[config.mk]
export PLATFORM = sky130hd
export DESIGN_NAME = n_queens_solution_enumerator
export DESIGN_NICKNAME = d
export VERILOG_FILES = /design/src/hdl/nqse_pkg.sv /design/src/hdl/nqse_cell.sv /design/src/hdl/n_queens_solution_enumerator.sv
export SDC_FILE = /design/constraint.sdc
export NUM_CORES = 1
export LEC_CHECK = 0
export BUFFER_PORTS_ARGS = -buffer_cell sky130_fd_sc_hd__buf_2
export CORE_MARGIN = 3
export CORE_UTILIZATION = 42
export DETAILED_ROUTE_END_ITERATION = 10
export GPL_TIMING_DRIVEN = 0
export PLACE_DENSITY_LB_ADDON = 0.3
export SYNTH_ARGS = -nofsm -noshare
export SYNTH_HDL_FRONTEND = slang
export SYNTH_SLANG_ARGS = --single-unit
[constraint.sdc]
create_clock -name clock -period 13.7 [get_ports clock]
set_clock_uncertainty 0.05 [all_clocks]
set_input_delay 3.425 -clock clock [delete_from_list [all_inputs] [get_ports clock]]
set_output_delay 3.425 -clock clock [all_outputs]
set_load 0.1 [all_outputs]
[src/hdl/nqse_pkg.sv]
// Shared types and constants for the N-queens solution enumerator.
package nqse_pkg;

   localparam int MaxN   = 16;
   localparam int ColW   = 4;
   localparam int RowW   = 4;
   localparam int SizeW  = 5;
   localparam int PlaceW = MaxN * ColW;

   localparam logic [SizeW-1:0] SizeReset = SizeW'(8);

   typedef logic [MaxN-1:0] mask_vec_type;

   // Squares of the next row attacked by the queens placed so far.
   typedef struct packed {
      mask_vec_type cols;
      mask_vec_type ldiag;
      mask_vec_type rdiag;
   } attack_type;

   typedef struct packed {
      logic            wr_en;
      logic [ColW-1:0] col;
   } cell_ctl_type;

   typedef enum logic [1:0] {
      ST_IDLE,
      ST_SEARCH,
      ST_DELIVER
   } state_type;

endpackage

[src/hdl/nqse_cell.sv]
// One board row: holds its queen column and the attack masks it passes upward.
module nqse_cell import nqse_pkg::*; (
   input  logic            clock,
   input  cell_ctl_type    ctl,
   input  attack_type      atk_prev,
   output attack_type      atk_next,
   output logic [ColW-1:0] col_q
);

   logic [ColW-1:0] col_ff;
   attack_type      atk_ff;
   attack_type      atk_in;
   mask_vec_type    queen;

   always_comb begin
      queen        = mask_vec_type'(1) << ctl.col;
      atk_in.cols  = atk_prev.cols | queen;
      atk_in.ldiag = (atk_prev.ldiag | queen) << 1;
      atk_in.rdiag = (atk_prev.rdiag | queen) >> 1;
   end

   always_ff @(posedge clock) begin
      if (ctl.wr_en) begin
         col_ff <= ctl.col;
         atk_ff <= atk_in;
      end
   end

   assign atk_next = atk_ff;
   assign col_q    = col_ff;

endmodule

[src/hdl/n_queens_solution_enumerator.sv]
// Top level of the N-queens solution enumerator: search sequencer and row cells.
//
//   port group | dir | payload                          | handshake
//   req_       | in  | tdata[0] restart                 | tvalid/tready
//   rsp_       | out | tdata placement, tuser found     | tvalid/tready
//   csr_       | in  | wr_data board_size               | wr_en, no wait
//
// One backtracking step (place, advance column, or back up a row) per cycle.
// A request runs S search steps, S the steps to the next solution or exhaustion,
// then a delivery state; exhausted or size-zero requests skip the search.
// Reset is synchronous; no clearing pass is needed.
// A result waits in the output register; a new request is taken meanwhile, and
// the block stalls only when a second result is ready before the first is taken.
module n_queens_solution_enumerator import nqse_pkg::*; (
   input  logic              clock,
   input  logic              reset,
   input  logic              req_tvalid,
   output logic              req_tready,
   input  logic [7:0]        req_tdata,    // [0] restart, [7:1] zero
   output logic              rsp_tvalid,
   input  logic              rsp_tready,
   output logic [PlaceW-1:0] rsp_tdata,    // [63:0] placement
   output logic              rsp_tuser,    // [0] found
   input  logic              csr_wr_en,
   input  logic [SizeW-1:0]  csr_wr_data
);

   state_type         state_ff, state_in;
   logic [SizeW-1:0]  size_ff, size_in;
   logic [RowW-1:0]   row_ff, row_in;
   logic [SizeW-1:0]  col_ff, col_in;
   logic              exh_ff, exh_in;
   logic              started_ff, started_in;
   logic              found_ff, found_in;
   logic              rsp_valid_ff, rsp_valid_in;
   logic [PlaceW-1:0] rsp_place_ff, rsp_place_in;
   logic              rsp_found_ff, rsp_found_in;

   logic [SizeW-1:0]  n;
   logic [RowW-1:0]   n_m1;
   logic              cell_we;
   cell_ctl_type      ctl     [MaxN];
   attack_type        atk_out [MaxN];
   logic [ColW-1:0]   cell_col[MaxN];
   attack_type        atk_sel;
   mask_vec_type      attacked;
   logic              free;
   logic [PlaceW-1:0] packed_place;

   assign n    = (size_ff > SizeW'(MaxN)) ? SizeW'(MaxN) : size_ff;
   assign n_m1 = RowW'(n - SizeW'(1));

   genvar gi;
   generate
      for (gi = 0; gi < MaxN; gi++) begin : g_cell
         assign ctl[gi].wr_en = cell_we && (row_ff == RowW'(gi));
         assign ctl[gi].col   = col_ff[ColW-1:0];
         if (gi == 0) begin : g_first
            nqse_cell u_cell (
               .clock    (clock),
               .ctl      (ctl[gi]),
               .atk_prev ('0),
               .atk_next (atk_out[gi]),
               .col_q    (cell_col[gi])
            );
         end else begin : g_rest
            nqse_cell u_cell (
               .clock    (clock),
               .ctl      (ctl[gi]),
               .atk_prev (atk_out[gi-1]),
               .atk_next (atk_out[gi]),
               .col_q    (cell_col[gi])
            );
         end
         assign packed_place[gi*ColW +: ColW] =
            (SizeW'(gi) < n) ? cell_col[gi] : '0;
      end
   endgenerate

   // masks seen by the current row come from the cell just below it
   assign atk_sel  = (row_ff == '0) ? '0 : atk_out[row_ff - RowW'(1)];
   assign attacked = atk_sel.cols | atk_sel.ldiag | atk_sel.rdiag;
   assign free     = !attacked[col_ff[ColW-1:0]];

   always_ff @(posedge clock) begin
      if (reset) begin
         state_ff     <= ST_IDLE;
         size_ff      <= SizeReset;
         row_ff       <= '0;
         col_ff       <= '0;
         exh_ff       <= 1'b0;
         started_ff   <= 1'b0;
         rsp_valid_ff <= 1'b0;
      end else begin
         state_ff     <= state_in;
         size_ff      <= size_in;
         row_ff       <= row_in;
         col_ff       <= col_in;
         exh_ff       <= exh_in;
         started_ff   <= started_in;
         rsp_valid_ff <= rsp_valid_in;
      end
   end

   always_ff @(posedge clock) begin
      found_ff     <= found_in;
      rsp_place_ff <= rsp_place_in;
      rsp_found_ff <= rsp_found_in;
   end

   always_comb begin
      state_in     = state_ff;
      size_in      = size_ff;
      row_in       = row_ff;
      col_in       = col_ff;
      exh_in       = exh_ff;
      started_in   = started_ff;
      found_in     = found_ff;
      rsp_place_in = rsp_place_ff;
      rsp_found_in = rsp_found_ff;
      rsp_valid_in = rsp_valid_ff && !rsp_tready;
      cell_we      = 1'b0;
      req_tready   = 1'b0;

      case (state_ff)
         ST_IDLE: begin
            req_tready = 1'b1;
            if (req_tvalid) begin
               if (req_tdata[0]) begin
                  row_in     = '0;
                  col_in     = '0;
                  exh_in     = 1'b0;
                  started_in = 1'b0;
               end
               if (n == '0) begin
                  exh_in = 1'b1;
               end
               if (exh_in) begin
                  found_in = 1'b0;
                  state_in = ST_DELIVER;
               end else begin
                  if (!started_in) begin
                     started_in = 1'b1;
                     row_in     = '0;
                     col_in     = '0;
                  end
                  state_in = ST_SEARCH;
               end
            end
         end
         ST_SEARCH: begin
            if (col_ff >= n) begin
               if (row_ff == '0) begin
                  exh_in   = 1'b1;
                  col_in   = '0;
                  found_in = 1'b0;
                  state_in = ST_DELIVER;
               end else begin
                  // back up: resume one past the queen of the row below
                  row_in = row_ff - RowW'(1);
                  col_in = {1'b0, cell_col[row_ff - RowW'(1)]} + SizeW'(1);
               end
            end else if (free) begin
               cell_we = 1'b1;
               if (row_ff == n_m1) begin
                  found_in = 1'b1;
                  col_in   = col_ff + SizeW'(1);
                  state_in = ST_DELIVER;
               end else begin
                  row_in = row_ff + RowW'(1);
                  col_in = '0;
               end
            end else begin
               col_in = col_ff + SizeW'(1);
            end
         end
         ST_DELIVER: begin
            if (!rsp_valid_ff || rsp_tready) begin
               rsp_valid_in = 1'b1;
               rsp_place_in = found_ff ? packed_place : '0;
               rsp_found_in = found_ff;
               state_in     = ST_IDLE;
            end
         end
         default: begin
            state_in = ST_IDLE;
         end
      endcase

      // a size write also restarts the search
      if (csr_wr_en) begin
         size_in    = csr_wr_data;
         row_in     = '0;
         col_in     = '0;
         exh_in     = 1'b0;
         started_in = 1'b0;
      end
   end

   assign rsp_tvalid = rsp_valid_ff;
   assign rsp_tdata  = rsp_place_ff;
   assign rsp_tuser  = rsp_found_ff;

endmodule

==> impl_metrics.yaml, run 1 <==
grt:
  grt_max_degree: 37
  grt_pass1_vias: 22500
  antenna_found_initial: 4
  grt.total_usage_pct: 23.7
  grt_pass1_wl_mm: 153
  overflow: 0
synth:
  synthMuxAreaShare_pct: 2.18
  synth_top_family_by_area: "simple AND/OR/NAND/NOR gates"
  syn_nets: 2480
  async_flop_share_pct: 0
  synth-seq-area-share_pct: 71.4
  ys_top_cells_by_area: "edfxtp_1 70%, nand2b_1 9.8%, nor4_1 2.4%"
  ys.flop_type: "edfxtp_1"
  syn_area_sq_um: 35700
  synth-edff-count: 836
  yosys.area.top_type: "edfxtp_1"
  synth_xor_area_share_pct: 0.267
  netlist_instances: 2444
  synth_compound_area_share_pct: 3.90
  synth-seq-cells: 855
  synth.distinct_cells: 75
  ys_warn_count: 0
  synthAdderAreaFrac_pct: 0.631
  synthSimpleGateAreaFrac_pct: 19.7
  syn_area_per_cell_sq_um: 14.6
  synth_top_area_share_pct: 70.4
sta:
  max_freq_mhz: 112
  period_share_pct: 65.3
  period_needed_ps: 8940
  setup_ws_ps: 4760
  slew_violations: 0
  maxSlewHeadroom_pct: 3.68
  fin_tns_setup_ps: 0
  worst_pin_slew_ps: 1440
  finalSetupViolations: 0
  rsz0062_at_grt: "no"
  timing.hold.ws_ps: 481
  hold_violations: 0
placement:
  gp_congestion: 0.898
  hpwl_mm: 75.8
  port_buffers: 74
  place_ws_ps: 4860
power:
  ir_worst_vdd_uv: 125
  power_density_nw_per_um2: 145
  power.leakage_uw: 0.0138
floorplan:
  io_pins: 85
  core_sq_um: 84000
  dieWidth_microns: 297
  die_h_microns: 297
  start_util_pct: 42.5
  dieArea_sq_um: 88500
  rows: 106
drt:
  routed_wl_mm: 107
  remaining_drc_errors: 0
  drtIter0Drc: 2841
  ant_nets: 0
  vias: 22400
  via_per_inst: 5.82
  wl_per_cell_microns: 27.8
  first_pass_iters: 6
clock_tree:
  cts_buffer_depth: 3
  cts_tree: "built"
  clock_sinks: 855
  clk_pin_slew_ps: 60
  cts-resized-gates: 0
  cts_hold_buffers: 0
  numCtsBuffers: 86
  clkLatencyLatePin_ps: 640
  root_buffer: "clkbuf_16"
  htreeDepth: 3
  post-cts-setup-buffers: 0
run_status:
  outcome: "complete, no violations"
cells_and_area:
  area_delta_synth_final_pct: 14.8
  final_common_cell: "edfxtp_1"
  nets: 2675
  layout-drive-gt1-share_pct: 16.5
  layout_common_cells: "836 x edfxtp_1, 561 x nand2b_1, 138 x nor4_1"
worst_setup_path:
  worstPathArrival_ps: 9210
  end_kind: "flop"
  cp.required_ps: 13970
  worst-path-max-fanout: 26
  cp-start-kind: "flop"
  worst-setup-path-type: "flop to flop"
job:
  drv_cap: 0
worst_hold_path:
  hold_path.class: "flop to flop"
## area by class of cell
| type | count | area (sq um) |
|---|---|---|
| Antenna cell | 1 | 2.50 |
| Buffer | 131 | 574 |
| Clock buffer | 109 | 2260 |
| Clock inverter | 45 | 394 |
| Fill cell | 7159 | 43000 |
| Inverter | 28 | 105 |
| Multi-Input combinational cell | 1430 | 9640 |
| Sequential cell | 855 | 25500 |
| Tap cell | 1134 | 1420 |
| Timing Repair Buffer | 107 | 1080 |
## through the flow
step	power, uW	util (%)	instance area, sq um	instances
after floorplan	3440	-	35700	2444
after global placement	3680	44.6	37500	3652
after detailed placement	3690	45.6	38300	3685
after CTS	5950	48.8	41000	3839
after global routing	6080	48.8	41000	3839
final	5930	48.8	41000	3840
## metal layers
layer  vias to the layer above  wire length (microns)  track usage, %  part of all wire (%)
met5                         -                      0               0                     0
met4                         0                   4820            9.88                   4.5
met3                       265                  10600            5.60                   9.9
met2                      1283                  49900            38.5                    47
met1                     11300                  41400            30.6                    39
li1                       9533                      -               -                     -
## flip-flops by register name (all words and copies together) (netlist names)
| name | cells |
|---|---|
| col_ff | 5 |
| exh_ff | 1 |
| g_cell.g_rest.u_cell.atk_next | 690 |
| rsp_tuser | 1 |
| g_cell.g_first.u_cell.atk_next | 16 |
| size_ff | 5 |
| g_cell.g_rest.u_cell.col_q | 60 |
| state_ff | 2 |
| rsp_tvalid | 1 |
| g_cell.g_first.u_cell.col_q | 4 |
| row_ff | 4 |
| started_ff | 1 |
| rsp_tdata | 64 |
| found_ff | 1 |
## critical path, stage by stage (launching register included)
cell	delay, ps
dfxtp_1	450
buf_4	290
inv_2	100
buf_2	520
buf_6	320
clkbuf_1	1030
ha_1	290
buf_2	330
buf_2	460
buf_2	640
buf_2	580
clkbuf_1	910
o311ai_0	360
a31oi_1	260
nor4_2	120
nand3_2	230
buf_6	190
nand3_2	230
nor2_4	820
buf_12	290
## cell usage after synthesis, types with 7 or more instances
cell,count
a211o_1,11
edfxtp_1,836
nor4_1,138
clkbuf_1,85
nor3_1,135
buf_2,31
a21oi_1,40
or2_2,110
and3_1,20
or3_1,10
nor2b_1,7
dfxtp_1,19
and2_1,52
nor2_1,65
buf_1,7
inv_1,24
ha_1,18
mux2i_1,7
o21ai_0,9
mux4_2,31
nand3_1,18
nand2_1,30
a21o_1,8
nand2b_1,561
a211oi_1,42
nor4b_1,14
## logic make-up (layout without fill, tap and decap cells)
group / count (synthesis) / after routing
mux: 39 / 39
flops: 855 / 855
fa+ha+maj: 18 / 18
buf+inv: 159 / 420
simple gates: 1177 / 1177
xor+xnor: 10 / 10
other cells: 0 / 1
compound gates: 186 / 186
## where the power goes
part           total (uW)  internal, uW  switching, uW
logic                 709           152            557
clock network        2280          1280            999
registers            2940          2910           29.8
## path summary, 6_finish.rpt
| check | start | endpoint | slack (ps) | depth (start not counted) |
|---|---|---|---|---|
| max | row_ff[0]$_SDFFE_PP0P_ | g_cell[11].g_rest.u_cell.atk_next[6]$_DFFE_PP_ | 4760 | 19 |
| min | g_cell[1].g_rest.u_cell.atk_next[40]$_DFFE_PP_ | g_cell[2].g_rest.u_cell.atk_next[40]$_DFFE_PP_ | 480 | 1 |
| max reg2reg | row_ff[0]$_SDFFE_PP0P_ | g_cell[11].g_rest.u_cell.atk_next[6]$_DFFE_PP_ | 4760 | 19 |
| min reg2reg | g_cell[1].g_rest.u_cell.atk_next[40]$_DFFE_PP_ | g_cell[2].g_rest.u_cell.atk_next[40]$_DFFE_PP_ | 480 | 1 |
Power figures use the tool's default switching activity.
==> run 2, diff against run 1 <==
- clock period: 13.7 -> 7.4 ns (I/O delays scaled with it)
==> run 2 against run 1 <==
  * Global-route usage up 0.24 points
  * Non-clock buffer count up 3
  * Worst setup slack worse by 4700 ps
  * Power up 85%
  * Critical endpoint is now g_cell[10].g_rest.u_cell.atk_next[23]$_DFFE_PP_
==> impl_metrics.yaml, run 2 (synthesis results as in run 1) <==
run_status:
  outcome: "complete, no violations"
worst_setup_path:
  r2r_start: "row_ff[0]$_SDFFE_PP0P_"
  worstPathArrival_ps: 7610
  r2r_end: "g_cell[10].g_rest.u_cell.atk_next[23]$_DFFE_PP_"
  worst-path-max-fanout: 28
  reg2reg_setup_slack_ps: 60
  cp.required_ps: 7670
  worst-setup-path-type: "flop to flop"
  end_kind: "flop"
  cp-start-kind: "flop"
  worstRegToRegCells: 20
cells_and_area:
  largest_reg_flops: 690
  area_delta_synth_final_pct: 15.1
  diodes: 0
  layout_common_cells: "836 x edfxtp_1, 561 x nand2b_1, 138 x nor4_1"
  final_common_cell: "edfxtp_1"
  post-route-util_pct: 48.9
  layout-drive-gt1-share_pct: 17.0
  nets: 2681
power:
  finalPower_uw: 11000
  ir_worst_vdd_uv: 230
  power.leakage_uw: 0.0138
  power_density_nw_per_um2: 268
sta:
  max_freq_mhz: 136
  period_needed_ps: 7340
  maxSlewHeadroom_pct: 5.75
  rsz0062_at_grt: "no"
  period_share_pct: 99.2
  finalSetupViolations: 0
  slew_violations: 0
  worst_pin_slew_ps: 1410
  setup_ws_ps: 60.7
  fin_tns_setup_ps: 0
  hold_violations: 0
grt:
  grt_max_degree: 37
  antenna_found_initial: 4
  overflow: 0
  grt.total_usage_pct: 23.9
  grt_pass1_wl_mm: 154
  grt_pass1_vias: 22600
drt:
  routed_wl_mm: 108
  remaining_drc_errors: 0
  first_pass_iters: 5
  via_per_inst: 5.84
  wl_per_cell_microns: 28.0
  ant_nets: 0
  vias: 22400
  drtIter0Drc: 3013
worst_hold_path:
  hold_end: "g_cell[2].g_rest.u_cell.atk_next[40]$_DFFE_PP_"
  worstHoldStart: "g_cell[1].g_rest.u_cell.atk_next[40]$_DFFE_PP_"
  timing.hold.worst_path_depth: 1
  hold_path.class: "flop to flop"
clock_tree:
  root_buffer: "clkbuf_16"
  cts_hold_buffers: 0
  htreeDepth: 3
  cts_tree: "built"
  numCtsBuffers: 86
  clkLatencyLatePin_ps: 640
  clock_sinks: 855
  clk_pin_slew_ps: 70
  cts_buffer_depth: 3
placement:
  place_ws_ps: -1440
  port_buffers: 74
  gp_congestion: 0.898
  hpwl_mm: 75.8
job:
  drv_cap: 0
floorplan:
  start_util_pct: 42.5
  dieWidth_microns: 297
  die_h_microns: 297
  io_pins: 85
  rows: 106
  core_sq_um: 84000
  dieArea_sq_um: 88500
[run 2: per-layer routing]
metal / part of all wire [%] / track usage [%] / vias to the layer above
met2: 47 / 39.0 / 1327
met3: 11 / 6.06 / 273
met5: 0 / 0 / -
met4: 4.5 / 9.80 / 0
li1: - / - / 9532
met1: 38 / 30.7 / 11300
[run 2: worst max-delay path by stage]
stage | from | to | slack (ps) | depth (start not counted)
final | row_ff[0]$_SDFFE_PP0P_ | g_cell[10].g_rest.u_cell.atk_next[23]$_DFFE_PP_ | 60 | 20
after global placement | row_ff[0]$_SDFFE_PP0P_ | g_cell[6].g_rest.u_cell.atk_next[6]$_DFFE_PP_ | -4650 | 19
after floorplan | row_ff[0]$_SDFFE_PP0P_ | g_cell[10].g_rest.u_cell.atk_next[0]$_DFFE_PP_ | 1190 | 18
after CTS | row_ff[0]$_SDFFE_PP0P_ | g_cell[6].g_rest.u_cell.atk_next[6]$_DFFE_PP_ | 2 | 21
after global routing | row_ff[0]$_SDFFE_PP0P_ | g_cell[10].g_rest.u_cell.atk_next[23]$_DFFE_PP_ | 4 | 20
after detailed placement | row_ff[0]$_SDFFE_PP0P_ | g_cell[11].g_rest.u_cell.atk_next[40]$_DFFE_PP_ | -1440 | 20
[run 2: layout make-up]
cell class / count / area [sq um]
plain buffers: 131 / 622
clock buffers: 109 / 2260
clock inverters: 45 / 394
fillers: 7151 / 42900
inverters: 28 / 108
multi-input cells: 1433 / 9680
flip-flops and latches: 855 / 25500
well taps: 1134 / 1420
repair buffers: 110 / 1110
[run 2: metrics by stage]
step / hold WS, ps / std cells / area (sq um)
floorplan: 428 / 2444 / 35700
global placement: 453 / 3652 / 37500
detailed placement: 468 / 3685 / 38300
CTS: 473 / 3844 / 41000
global route: 497 / 3845 / 41100
finish: 474 / 3845 / 41100
[run 2: power by group]
part / internal, uW / switching (uW)
Combinational: 288 / 1040
Sequential: 5390 / 55.4
Clock: 2370 / 1850
Total: 8050 / 2940
[run 2: what timing repair did]
action	in CTS	in global routing
endpoints found under the hold margin	0	0
cloned	3	0
pin swaps	5	0
resized for setup	25	8
setup endpoints to repair	762	601
setup buffers	2	1
[run 2: critical path, cell delays in order, from the launching register on]
cell and delay, ps:
dfxtp_1 620, buf_4 360, inv_2 80, clkbuf_4 320, buf_6 270, buf_2 340
ha_1 370, buf_2 340, buf_2 400, buf_2 520, buf_4 450, a211oi_1 140
a21oi_1 230, a2111oi_2 130, a211oi_2 450, nor4_2 150, nand3_2 210, buf_6 190
nand3_2 350, nor2_4 610, buf_12 290
